**src/design/ltkt_pkg.sv**
```systemverilog
// shared constants and types for the lru timestamp key table
// no dependencies; imported by lru_timestamp_key_table
package ltkt_pkg;

	localparam int ENTRIES = 16;
	localparam int IDX_W   = $clog2(ENTRIES);
	localparam int CNT_W   = $clog2(ENTRIES + 1);

	localparam int KEY_W   = 32;
	localparam int TICK_W  = 32;
	localparam int SLOT_W  = 4;
	localparam int COUNT_W = 5;

	localparam int IN_W    = KEY_W + TICK_W;
	localparam int OUT_W   = 16;
	localparam int OUT_USED = 1 + SLOT_W + 1 + COUNT_W;

	typedef logic [IDX_W-1:0] idx_t;
	typedef logic [CNT_W-1:0] cnt_t;

	typedef struct packed {
		logic [TICK_W-1:0] stamp;
		logic [KEY_W-1:0]  key;
	} entry_t;

	localparam int ENTRY_W = $bits(entry_t);

endpackage

```
**src/design/ltkt_ram.sv**
```systemverilog
// simple dual-port synchronous ram, one write and one read port
// read data registered, valid the cycle after the address; no dependencies
module ltkt_ram #(
	parameter int WIDTH  = 64,
	parameter int DEPTH  = 16,
	parameter int ADDR_W = $clog2(DEPTH)
) (
	input  logic              clk,
	input  logic              wr_en,
	input  logic [ADDR_W-1:0] wr_addr,
	input  logic [WIDTH-1:0]  wr_data,
	input  logic [ADDR_W-1:0] rd_addr,
	output logic [WIDTH-1:0]  rd_data
);

	logic [WIDTH-1:0] mem [DEPTH];

	always_ff @(posedge clk) begin
		if (wr_en) begin
			mem[wr_addr] <= wr_data;
		end
	end

	always_ff @(posedge clk) begin
		rd_data <= mem[rd_addr];
	end

endmodule

```
**src/design/lru_timestamp_key_table.sv**
```systemverilog
// Fully associative key table with last-seen stamps and least-recently-seen
// replacement. Keys and stamps share one entry memory with a single read port;
// an item walks the valid entries one per cycle looking for its key, and when
// the table is full and the key is new, walks all entries again for the oldest
// stamp (lowest index on ties). A new key into an empty table skips the search
// and goes straight to the write. The write and its result wait while the
// previous result is still waiting on m_tready. One item is in work at a time;
// the result register lets the next item start while a result waits to be taken.
// Depends on ltkt_pkg and ltkt_ram.
module lru_timestamp_key_table
	import ltkt_pkg::*;
(
	input  logic             clk,
	input  logic             arst_n,
	input  logic             s_tvalid,
	output logic             s_tready,
	input  logic [IN_W-1:0]  s_tdata,   // key_value[31:0], now_tick[63:32]
	output logic             m_tvalid,
	input  logic             m_tready,
	output logic [OUT_W-1:0] m_tdata    // was_hit[0], slot_index[4:1], evicted_old[5],
	                                    // occupied_count[10:6], zero[15:11]
);

	typedef enum logic [1:0] {
		ST_IDLE,
		ST_SEARCH,
		ST_SCAN,
		ST_WRITE
	} state_t;

	state_t              state_q;
	logic [KEY_W-1:0]    key_q;
	logic [TICK_W-1:0]   now_q;
	cnt_t                fill_q;
	cnt_t                ptr_q;
	logic                rd_vld_s1;
	idx_t                idx_s1;
	logic [TICK_W-1:0]   min_q;
	idx_t                min_idx_q;
	idx_t                slot_q;
	logic                hit_q;
	logic                evict_q;

	logic                out_vld_q;
	logic                out_hit_q;
	logic [SLOT_W-1:0]   out_slot_q;
	logic                out_evict_q;
	logic [COUNT_W-1:0]  out_count_q;

	logic                issue;
	idx_t                rd_addr;
	entry_t              rd_entry;
	entry_t              wr_entry;
	logic                wr_en;
	logic                key_match;
	logic                last_search;
	logic                last_scan;
	logic                take_new;
	logic                out_free;
	cnt_t                new_fill;

	assign s_tready = (state_q == ST_IDLE);
	assign m_tvalid = out_vld_q;
	assign m_tdata  = {(OUT_W - OUT_USED)'(0), out_count_q, out_evict_q, out_slot_q, out_hit_q};

	assign rd_addr = ptr_q[IDX_W-1:0];
	assign issue   = ((state_q == ST_SEARCH) && (ptr_q < fill_q)) ||
	                 ((state_q == ST_SCAN) && (ptr_q < cnt_t'(ENTRIES)));

	assign key_match   = (rd_entry.key == key_q);
	assign last_search = ((cnt_t'(idx_s1) + cnt_t'(1)) == fill_q);
	assign last_scan   = (idx_s1 == idx_t'(ENTRIES - 1));
	assign take_new    = (idx_s1 == '0) || (rd_entry.stamp < min_q);

	assign out_free = !out_vld_q || m_tready;
	assign wr_en    = (state_q == ST_WRITE) && out_free;
	assign new_fill = (hit_q || evict_q) ? fill_q : fill_q + cnt_t'(1);

	always_comb begin
		wr_entry.key   = key_q;
		wr_entry.stamp = now_q;
	end

	ltkt_ram #(
		.WIDTH (ENTRY_W),
		.DEPTH (ENTRIES),
		.ADDR_W(IDX_W)
	) u_entry_ram (
		.clk    (clk),
		.wr_en  (wr_en),
		.wr_addr(slot_q),
		.wr_data(wr_entry),
		.rd_addr(rd_addr),
		.rd_data(rd_entry)
	);

	always_ff @(posedge clk or negedge arst_n) begin
		if (!arst_n) begin
			state_q   <= ST_IDLE;
			fill_q    <= '0;
			ptr_q     <= '0;
			rd_vld_s1 <= 1'b0;
			out_vld_q <= 1'b0;
		end else begin
			if (m_tvalid && m_tready && !wr_en) begin
				out_vld_q <= 1'b0;
			end
			rd_vld_s1 <= issue;
			idx_s1    <= rd_addr;
			if (issue) begin
				ptr_q <= ptr_q + cnt_t'(1);
			end
			case (state_q)
				ST_IDLE: begin
					if (s_tvalid) begin
						key_q   <= s_tdata[KEY_W-1:0];
						now_q   <= s_tdata[IN_W-1:KEY_W];
						ptr_q   <= '0;
						hit_q   <= 1'b0;
						evict_q <= 1'b0;
						if (fill_q == '0) begin
							slot_q  <= '0;
							state_q <= ST_WRITE;
						end else begin
							state_q <= ST_SEARCH;
						end
					end
				end
				ST_SEARCH: begin
					if (rd_vld_s1) begin
						if (key_match) begin
							slot_q    <= idx_s1;
							hit_q     <= 1'b1;
							state_q   <= ST_WRITE;
						end else if (last_search) begin
							if (fill_q < cnt_t'(ENTRIES)) begin
								slot_q  <= fill_q[IDX_W-1:0];
								state_q <= ST_WRITE;
							end else begin
								ptr_q   <= '0;
								state_q <= ST_SCAN;
							end
						end
					end
				end
				ST_SCAN: begin
					if (rd_vld_s1) begin
						if (take_new) begin
							min_q     <= rd_entry.stamp;
							min_idx_q <= idx_s1;
						end
						if (last_scan) begin
							slot_q  <= take_new ? idx_s1 : min_idx_q;
							evict_q <= 1'b1;
							state_q <= ST_WRITE;
						end
					end
				end
				ST_WRITE: begin
					if (out_free) begin
						out_vld_q   <= 1'b1;
						out_hit_q   <= hit_q;
						out_slot_q  <= SLOT_W'(slot_q);
						out_evict_q <= evict_q;
						out_count_q <= COUNT_W'(new_fill);
						fill_q      <= new_fill;
						state_q     <= ST_IDLE;
					end
				end
				default: begin
					state_q <= ST_IDLE;
				end
			endcase
		end
	end

	a_fill_bound: assert property (@(posedge clk) disable iff (!arst_n)
		fill_q <= cnt_t'(ENTRIES))
		else $error("fill count above table size");

	a_fill_step: assert property (@(posedge clk) disable iff (!arst_n)
		##1 (fill_q == $past(fill_q)) || (fill_q == $past(fill_q) + cnt_t'(1)))
		else $error("fill count moved by more than one");

	a_evict_full: assert property (@(posedge clk) disable iff (!arst_n)
		(wr_en && evict_q) |-> (fill_q == cnt_t'(ENTRIES)))
		else $error("eviction while table not full");

	a_hit_evict: assert property (@(posedge clk) disable iff (!arst_n)
		out_vld_q |-> !(out_hit_q && out_evict_q))
		else $error("result flags both hit and eviction");

	a_accept_start: assert property (@(posedge clk) disable iff (!arst_n)
		(s_tvalid && s_tready) |=> (state_q != ST_IDLE))
		else $error("accepted transaction not started");

endmodule
```
**config.mk**
```make
export PLATFORM = sky130hd
export DESIGN_NAME = lru_timestamp_key_table
export DESIGN_NICKNAME = d
export VERILOG_FILES = /design/src/design/ltkt_pkg.sv /design/src/design/ltkt_ram.sv /design/src/design/lru_timestamp_key_table.sv
export SDC_FILE = /design/constraint.sdc
export NUM_CORES = 1
export LEC_CHECK = 0
export BUFFER_PORTS_ARGS = -buffer_cell sky130_fd_sc_hd__buf_2
export CORE_MARGIN = 3
export CORE_UTILIZATION = 37
export CTS_CLUSTER_DIAMETER = 200
export DETAILED_ROUTE_END_ITERATION = 7
export GPL_TIMING_DRIVEN = 0
export PLACE_DENSITY = 0.59
export SLEW_MARGIN = 20
export SYNTH_ARGS = -nofsm -noshare
export SYNTH_HDL_FRONTEND = slang
export SYNTH_HIERARCHICAL = 1
export SYNTH_SLANG_ARGS = --single-unit
```
**constraint.sdc**
```tcl
create_clock -name clk -period 15.6 [get_ports clk]
set_clock_uncertainty 0.1 [all_clocks]
set_input_delay 0.78 -clock clk [delete_from_list [all_inputs] [get_ports clk]]
set_output_delay 0.78 -clock clk [all_outputs]
set_load 0.02 [all_outputs]
```
# == Word-level counts from Yosys, hierarchy flattened ==
# Memories as Yosys holds them, arrays and structs flattened. A register that Yosys moved wholly into a read port is not among the register bits.
# Cells that the tools add are included.
# word_totals
reg_bits,135
mem_bits_rw,1024
in_bits,68
output_inout_bits,18
wordCells,106
n_memories,1
# mem_list
name,words,word_bits,rd,rd_clocked_by_memory_dff,wr,line,rtl
u_entry_ram.mem,16,64,1,1,1,ltkt_ram.sv:16,logic [WIDTH-1:0] mem [DEPTH];
# classes
add_sub_neg,3
magnitude_cmp,4
eq_ne,15
muxes,40
n_reduce_logical,26
# ops
operator,count
$mux 4,9
$mux 5,7
$eq 32x32->1,1
$lt 32x32->1,1
$mux 2,8
$ne 2x2->1 const B,6
$pmux 4 s3,1
$mux 1,11
$add 5x1->5 const B,2
$lt 5x5->1 const B,2
$pmux 5 s2,1
$reduce_and 5->1,2
$reduce_and 3->1,3
$reduce_and 9->1,1
$pmux 2 s4,1
$reduce_and 6->1,1
$add 4x1->5 const B,1
$eq 5x5->1,1
$logic_and 1x1->1,5
$logic_not 5->1,1
$lt 5x5->1,1
$eq 2x2->1 const B,2
$eq 4x4->1 const B,1
$logic_not 4->1,1
12 further kinds,18

# == Depth between registers and ports, before layout ==
# Gate-level depths: netlist of the first run.
# depth
word_depth,9
mapped_depth,9
depth_no_buf,8

# == Hierarchy ==
# Netlist of the first run, hierarchy kept.
# modules_own_cells
mod,instances,cells_each,area_per_inst_um2,seq_area_each_um2
ltkt_ram,1,1647,39581.7,32030.7
lru_timestamp_key_table,1,470,6313.6,3983.8

# == Least setup slack after synthesis of the first run ==
# OpenSTA, ideal clock, no wires.
# synth_timing
kind,input-to-reg
start,in m_tready
end,"mem u_entry_ram.mem[0][0], enable pin"
setup_time_ns,0.565
arrival_time_ns,6.001
t_required_ns,14.935
setup_slack_ns,8.934
path_stages,5
path_buffers,0
cell_sequence,nand2b_1 > nand2_1 > inv_1 > or3b_2 > nor3_1
# synth_via
elab_chain_len,4
# synth_rtl
element,line,rtl
"start, declared",lru_timestamp_key_table.sv:19,"input logic m_tready,"
$logic_or 1x1->1,lru_timestamp_key_table.sv:75,assign out_free = !out_vld_q || m_tready;
$logic_and 1x1->1,lru_timestamp_key_table.sv:76,assign wr_en = (state_q == ST_WRITE) && out_free;
via wr_en,lru_timestamp_key_table.sv:54,logic wr_en;
$mux 1,ltkt_ram.sv:19,if (wr_en) begin
$mux 1 (implied by the code),ltkt_ram.sv:20,mem[wr_addr] <= wr_data;
"end, declared",ltkt_ram.sv:16,
# The timed path passes the listed nets, and every way through them passes these cells.

# == Worst setup path after layout of the first run ==
# layout_timing
start,reg key_q[14]
end,"reg slot_q[1], enable pin"
# layout_via
elab_chain_len,3
word_cells_on_any_way,4
cone_classes,eq/ne (3); reduce/logical (1)
# layout_rtl
element,line,rtl
"start, declared",lru_timestamp_key_table.sv:32,logic [KEY_W-1:0] key_q;
"start signal, assigned",lru_timestamp_key_table.sv:116,key_q <= s_tdata[KEY_W-1:0];
$eq 32x32->1 *,lru_timestamp_key_table.sv:70,assign key_match = (rd_entry.key == key_q);
$ne 3x2->1 (no source line) or $ne 3x3->1 (tied branches),n/a,
$reduce_and 9->1 (no source line) *,n/a,
"end signal, assigned",lru_timestamp_key_table.sv:132,slot_q <= idx_s1;
"end signal, assigned",lru_timestamp_key_table.sv:137,slot_q <= fill_q[IDX_W-1:0];
"end signal, assigned",lru_timestamp_key_table.sv:153,slot_q <= take_new ? idx_s1 : min_idx_q;
"end, declared",lru_timestamp_key_table.sv:40,idx_t slot_q;
# Mark *: on every way between the ends. The rest lies on a longest branch, timed or not.
# A chain may end at the register's enable or synchronous reset.

==> metrics.cfg, run 1 <==
[timing]
tightestPinTransition_ps = 1160
min_period_ps = 3740
max_freq_ghz = 0.268
hold_violations = 0
final-setup-viol-count = 0
fin_tns_setup_ps = 0
maxSlewViolCount = 0
period_share = 0.240
rsz0062_at_grt = false
maxSlewHeadroom = 0.219

[critical_path]
r2r-start = key_q[14]$_DFFE_PP_
setup.worst_path.start = key_q[14]$_DFFE_PP_
end_kind = register
start_kind = register
r2r_slack_ps = 11860
slowest_stage = nor4_1
critical-path-max-stage-delay_ps = 860
crit_arrival_ps = 3950
endpoint = slot_q[1]$_DFFE_PP_
worst-path-stages = 5
cp.required_ps = 15810
r2r_cells = 5
worstSetupPathType = reg2reg
crit_chain = xor2_1 -> nor4_1 -> and4_1 -> nand2_1 -> a31oi_1
path_buf_inv = 0
cp_top_family = simple AND/OR/NAND/NOR gates
rr_endpoint = slot_q[1]$_DFFE_PP_
path_max_fanout = 17

[floorplanning]
die_h_um = 358
die_width_um = 358
ios = 86
rows = 128
start_util = 0.375
die_area_mm2 = 0.128
core_area_mm2 = 0.123

[pwr]
max-vdd-ir-drop_mv = 0.0985
total_leakage_power_uw = 0.0179
power.density_mw_per_mm2 = 119
power.total_uw = 6420

[clock_network]
cts_tree = built
path_clk_slew_ps = 60
clockRootBuffer = clkbuf_16
cts_num_sinks = 1223
htree_levels = 3
post_cts_resized = 0
clkLatencyLatePin_ps = 700
cts_buffers = 118
cts.path.max_buffers = 3

[cells_and_area]
nFillCells = 10291
layout-drive-gt1-share = 0.266
synthToLayoutAreaGrowth_pct = 17.5
stdcell_area_mm2 = 0.0539
nets = 2524
post-route-util = 0.440
n_antenna_cell = 0

[route]
routed_wl_um = 106000
drcViolationCount = 0
final_antenna_net_count = 0
dr.first_iter.drc_count = 2091
wl_per_cell_um = 25.5
firstDrtPassIters = 6
vias = 22050
vias_per_cell = 5.32

[yosys]
yosysWarnings = 6
synth.avg_cell_area_um2 = 21.7
synth_flop_cell = edfxtp_1
synth.distinct_cells = 58
async_flop_share = 0.0114
synthCells = 2117
synth_top_area_share = 0.749
synthesis.area_mm2 = 0.0459
ys_top_cells_by_area = edfxtp_1 75%, mux4_2 13%, dfxtp_1 2.8%
yosys.cell_count.top_type = edfxtp_1
ys_seq_area_frac = 0.785
synth-edff-count = 1145
synth_seq_cells = 1223
yosysTopAreaCell = edfxtp_1
synthTopCellsByCount = 1,145 x edfxtp_1, 256 x mux4_2, 129 x a22oi_1

[worst_hold_path]
worstHoldPathType = in2reg
worstHoldPathCells = 1

[run_status]
status = complete, no violations

[global_routing]
grt_start_max_net_pins = 37
antenna_found_initial = 2
grt-ovfl-total = 0
grt_pass1_vias = 22749
grt_pass1_wl_um = 155000
gr-usage-all-layers = 0.166

[placed_design]
place_area_mm2 = 0.0499
io_buffers = 80
post-dp-hpwl_um = 69800
place_congestion = 0.770

[flow_run]
cap_violations = 0

-- registers in the layout (all words and copies together), names as in the netlist, 4 cells and up --
signal and cells:
u_entry_ram/rd_data 64, min_idx_q 4, out_slot_q 4, key_q 32
out_count_q 5, min_q 32, idx_s1 4, fill_q 5
ptr_q 5, now_q 32, slot_q 4, u_entry_ram/mem 1024
-- what timing repair did --
| item | 4_1_cts | 5_1_grt |
|---|---|---|
| setup buffers | 0 | 0 |
| hold endpoints to repair | 14 | 0 |
| hold buffers | 1 | 0 |
-- layer usage --
metal	share of wire	GRT usage	routed length [um]
met2	0.50	0.276	52400
met1	0.42	0.226	44700
met5	0	0	0
met3	0.059	0.0300	6220
met4	0.024	0.0426	2510
-- through the flow --
stage	cells	hold WS, ps	worst slack [ps]
final	4143	152	11860
after global routing	4143	115	11640
after CTS	4143	104	11820
after detailed placement	3916	324	11840
after global placement	3826	319	3050
after floorplan	2121	300	8930
-- cell type report --
cell class / count / area [um^2] / share of cell area
sequential: 1223 / 36000 / 0.668
multi-input combinational: 750 / 9300 / 0.172
clock buffer: 159 / 3290 / 0.0610
tap: 1625 / 2030 / 0.0377
timing repair buffer: 171 / 1880 / 0.0350
clock inverter: 67 / 668 / 0.0124
buffer: 98 / 532 / 0.00986
inverter: 50 / 188 / 0.00348
-- logic make-up after synthesis --
family | share of synthesized area
flops | 0.785
xor+xnor | 0.00916
simple gates | 0.0201
mux | 0.127
buf+inv | 0.0157
fa+ha+maj | 0.0120
compound gates | 0.0310
other cells | 0.0000817
-- how the worst min path moves through the flow --
stage                                               start                  end  slack [ps]
after global placement    u_entry_ram/rd_data[48]$_DFF_P_  min_q[16]$_DFFE_PP_         320
after CTS                                     s_tdata[20]  key_q[20]$_DFFE_PP_         100
final                                         s_tdata[20]  key_q[20]$_DFFE_PP_         150
after detailed placement  u_entry_ram/rd_data[54]$_DFF_P_  min_q[22]$_DFFE_PP_         320
after global routing                          s_tdata[13]  key_q[13]$_DFFE_PP_         120
after floorplan           u_entry_ram/rd_data[32]$_DFF_P_   min_q[0]$_DFFE_PP_         300
-- power breakdown --
| group | internal, uW | switching, uW |
|---|---|---|
| Clock | 1660 | 1210 |
| Combinational | 7.71 | 7.67 |
| Sequential | 3530 | 0.466 |
-- layout by cell type, fill, tap and decap left out, types with 14 or more instances in the layout --
cell type	n
buf_2	94
a22oi_1	129
xor2_1	35
dfrtp_1	14
nor2_1	20
buf_16	23
mux4_2	256
clkbuf_16	120
buf_1	15
buf_4	46
nand2_1	88
edfxtp_1	1145
buf_6	23
ha_1	44
clkbuf_8	14
clkinv_1	21
dfxtp_1	64
clkbuf_1	68
clkinv_2	22
buf_12	24
inv_1	50
a21oi_1	15
Power figures use the tool's default switching activity.
==> run 2: changes to the inputs <==
clock period = 3.66 ns   (was 15.6 ns; I/O delays follow)
==> run 2 against run 1 <==
Against the previous run: sequential power rose to 4.3 times the previous value; non-clock buffer count rose by 50; maximum frequency increased by 10%; design area up 1.2%; global-route usage about the same; clock power grew to 4.3 times the previous value; setup slack lost 12000 ps; die area did not move; highest routed layer unchanged; critical path type unchanged; power rose to 4.3 times the previous value; critical path depth up 2; via count increased by 0.85%.
==> metrics.cfg, run 2 (same netlist as run 1, synthesis figures left out) <==
[run_status]
status = complete, no violations

[floorplanning]
start_util = 0.375
die_h_um = 358
rows = 128
core_area_mm2 = 0.123
die_width_um = 358
ios = 86
die_area_mm2 = 0.128

[route]
dr.first_iter.drc_count = 2152
vias_per_cell = 5.31
drcViolationCount = 0
wl_per_cell_um = 25.3
final_antenna_net_count = 0
vias = 22237
routed_wl_um = 106000
firstDrtPassIters = 5

[clock_network]
clockRootBuffer = clkbuf_16
cts_buffers = 117
post-cts-setup-buffer-count = 0
cts.path.max_buffers = 3
cts_num_sinks = 1223
cts_tree = built
path_clk_slew_ps = 60
clkLatencyLatePin_ps = 700
htree_levels = 3

[cells_and_area]
stdcell_area_mm2 = 0.0546
post-route-util = 0.445
mostFrequentLayoutCell = edfxtp_1
n_antenna_cell = 0
layout-drive-gt1-share = 0.258
largest_reg_flops = 1024
synthToLayoutAreaGrowth_pct = 18.9
nets = 2573
top_register = u_entry_ram/mem
layout_common_cells = 1,145 x edfxtp_1, 256 x mux4_2, 129 x a22oi_1, 119 x clkbuf_16, 94 x buf_2
fin_cells = 4191
top_regs = u_entry_ram/mem: 1024 flops, u_entry_ram/rd_data: 64 flops

[pwr]
sequentialPowerShare = 0.550
power.density_mw_per_mm2 = 502
total_leakage_power_uw = 0.0181
p_int_uw = 22200
p_clk_frac = 0.446
max-vdd-ir-drop_mv = 0.461
p_switching_uw = 5180
power_frac_comb = 0.004
p_sw_frac = 0.189

[timing]
period_share = 0.926
tightestPinTransition_ps = 1090
rsz0062_at_grt = false
maxSlewViolCount = 0
maxSlewHeadroom = 0.269
hold_violations = 0
fin_tns_setup_ps = 0
min_period_ps = 3390
max_freq_ghz = 0.295
final-setup-viol-count = 0

[critical_path]
r2r_slack_ps = 270
path_max_fanout = 21
crit_arrival_ps = 3660
setup.worst_path.start = min_q[1]$_DFFE_PP_
r2r-start = min_q[1]$_DFFE_PP_
cp.required_ps = 3930
start_kind = register
end_kind = register
worstSetupPathType = reg2reg

[placed_design]
io_buffers = 80
place_area_mm2 = 0.0499
place_congestion = 0.775
dp_cells = 3899
post-dp-hpwl_um = 70000

[worst_hold_path]
worstHoldStart = s_tdata[23]
worstHoldPathType = in2reg

[global_routing]
grt_pass1_wl_um = 155000
grt-ovfl-total = 0
antenna_found_initial = 3
gr-usage-all-layers = 0.166
grt_start_max_net_pins = 34
grt_pass1_vias = 23083

[flow_run]
cap_violations = 0

run 2: cell types whose count changed in the layout (fill, tap and decap cells not counted), moves of 3 or more:
cell           delta
clkbuf_8          -9
clkinvlp_4        -3
buf_4            -33
buf_16            -5
dlygate4sd3_1    +67
clkinv_1          -6
buf_12            +6
nor3_2            -4
buf_8            +21
nor3_4            +4
buf_6             -6
bufinv_16         +3
clkinv_2         +11
run 2: area by class of cell:
class	instances	area, um^2
fill	10299	67900
sequential	1223	36000
multi-input combinational	750	9340
inverter	50	188
clock inverter	74	788
buffer	98	532
timing repair buffer	221	2540
clock buffer	150	3140
tap	1625	2030
run 2: layer usage:
layer | global-route usage | vias to the layer above | wire length, um
met4 | 0.0517 | 0 | 2960
met5 | 0 | - | 0
met1 | 0.226 | 11805 | 44600
met2 | 0.271 | 772 | 51500
met3 | 0.0303 | 168 | 6820
li1 | - | 9492 | -
run 2: worst paths after layout:
path                                         end  cells past startpoint
max                          min_q[23]$_DFFE_PP_                      7
min                          key_q[23]$_DFFE_PP_                      2
min reg2reg                  min_q[16]$_DFFE_PP_                      0
max in group asynchronous  fill_q[0]$_DFFE_PN0P_                      3
max reg2reg                  min_q[23]$_DFFE_PP_                      7
min in group asynchronous     m_tvalid$_DFF_PN0_                      3
run 2: stage by stage:
step	hold WS, ps	setup WS [ps]	power, uW
finish	93.9	270	27400
CTS	40.2	191	27700
floorplan	-213	-940	15400
global route	56.7	69.4	28200
detailed placement	89.5	-81.1	15400
global placement	79.7	-4680	15400
run 2: power by group through the flow:
stage	Sequential, uW	Clock, uW	Combinational [uW]
floorplan	15400	0	15.0
global placement	15400	0	65.4
detailed placement	15400	0	65.6
CTS	15100	12500	125
global route	15100	13100	133
finish	15100	12200	122
run 2: critical path, stage by stage (launching register included):
cell      delay [ps]
edfxtp_1         360
inv_1             70
ha_1             230
a2111o_1         380
a311oi_1         900
o32a_2           310
and3_2           440
buf_12           230
run 2: timing repair:
action | in CTS | in global routing
gates resized for setup | 2 | 2
hold buffers | 68 | 0
hold endpoints to repair | 87 | 0
setup endpoints to repair | 5 | 5
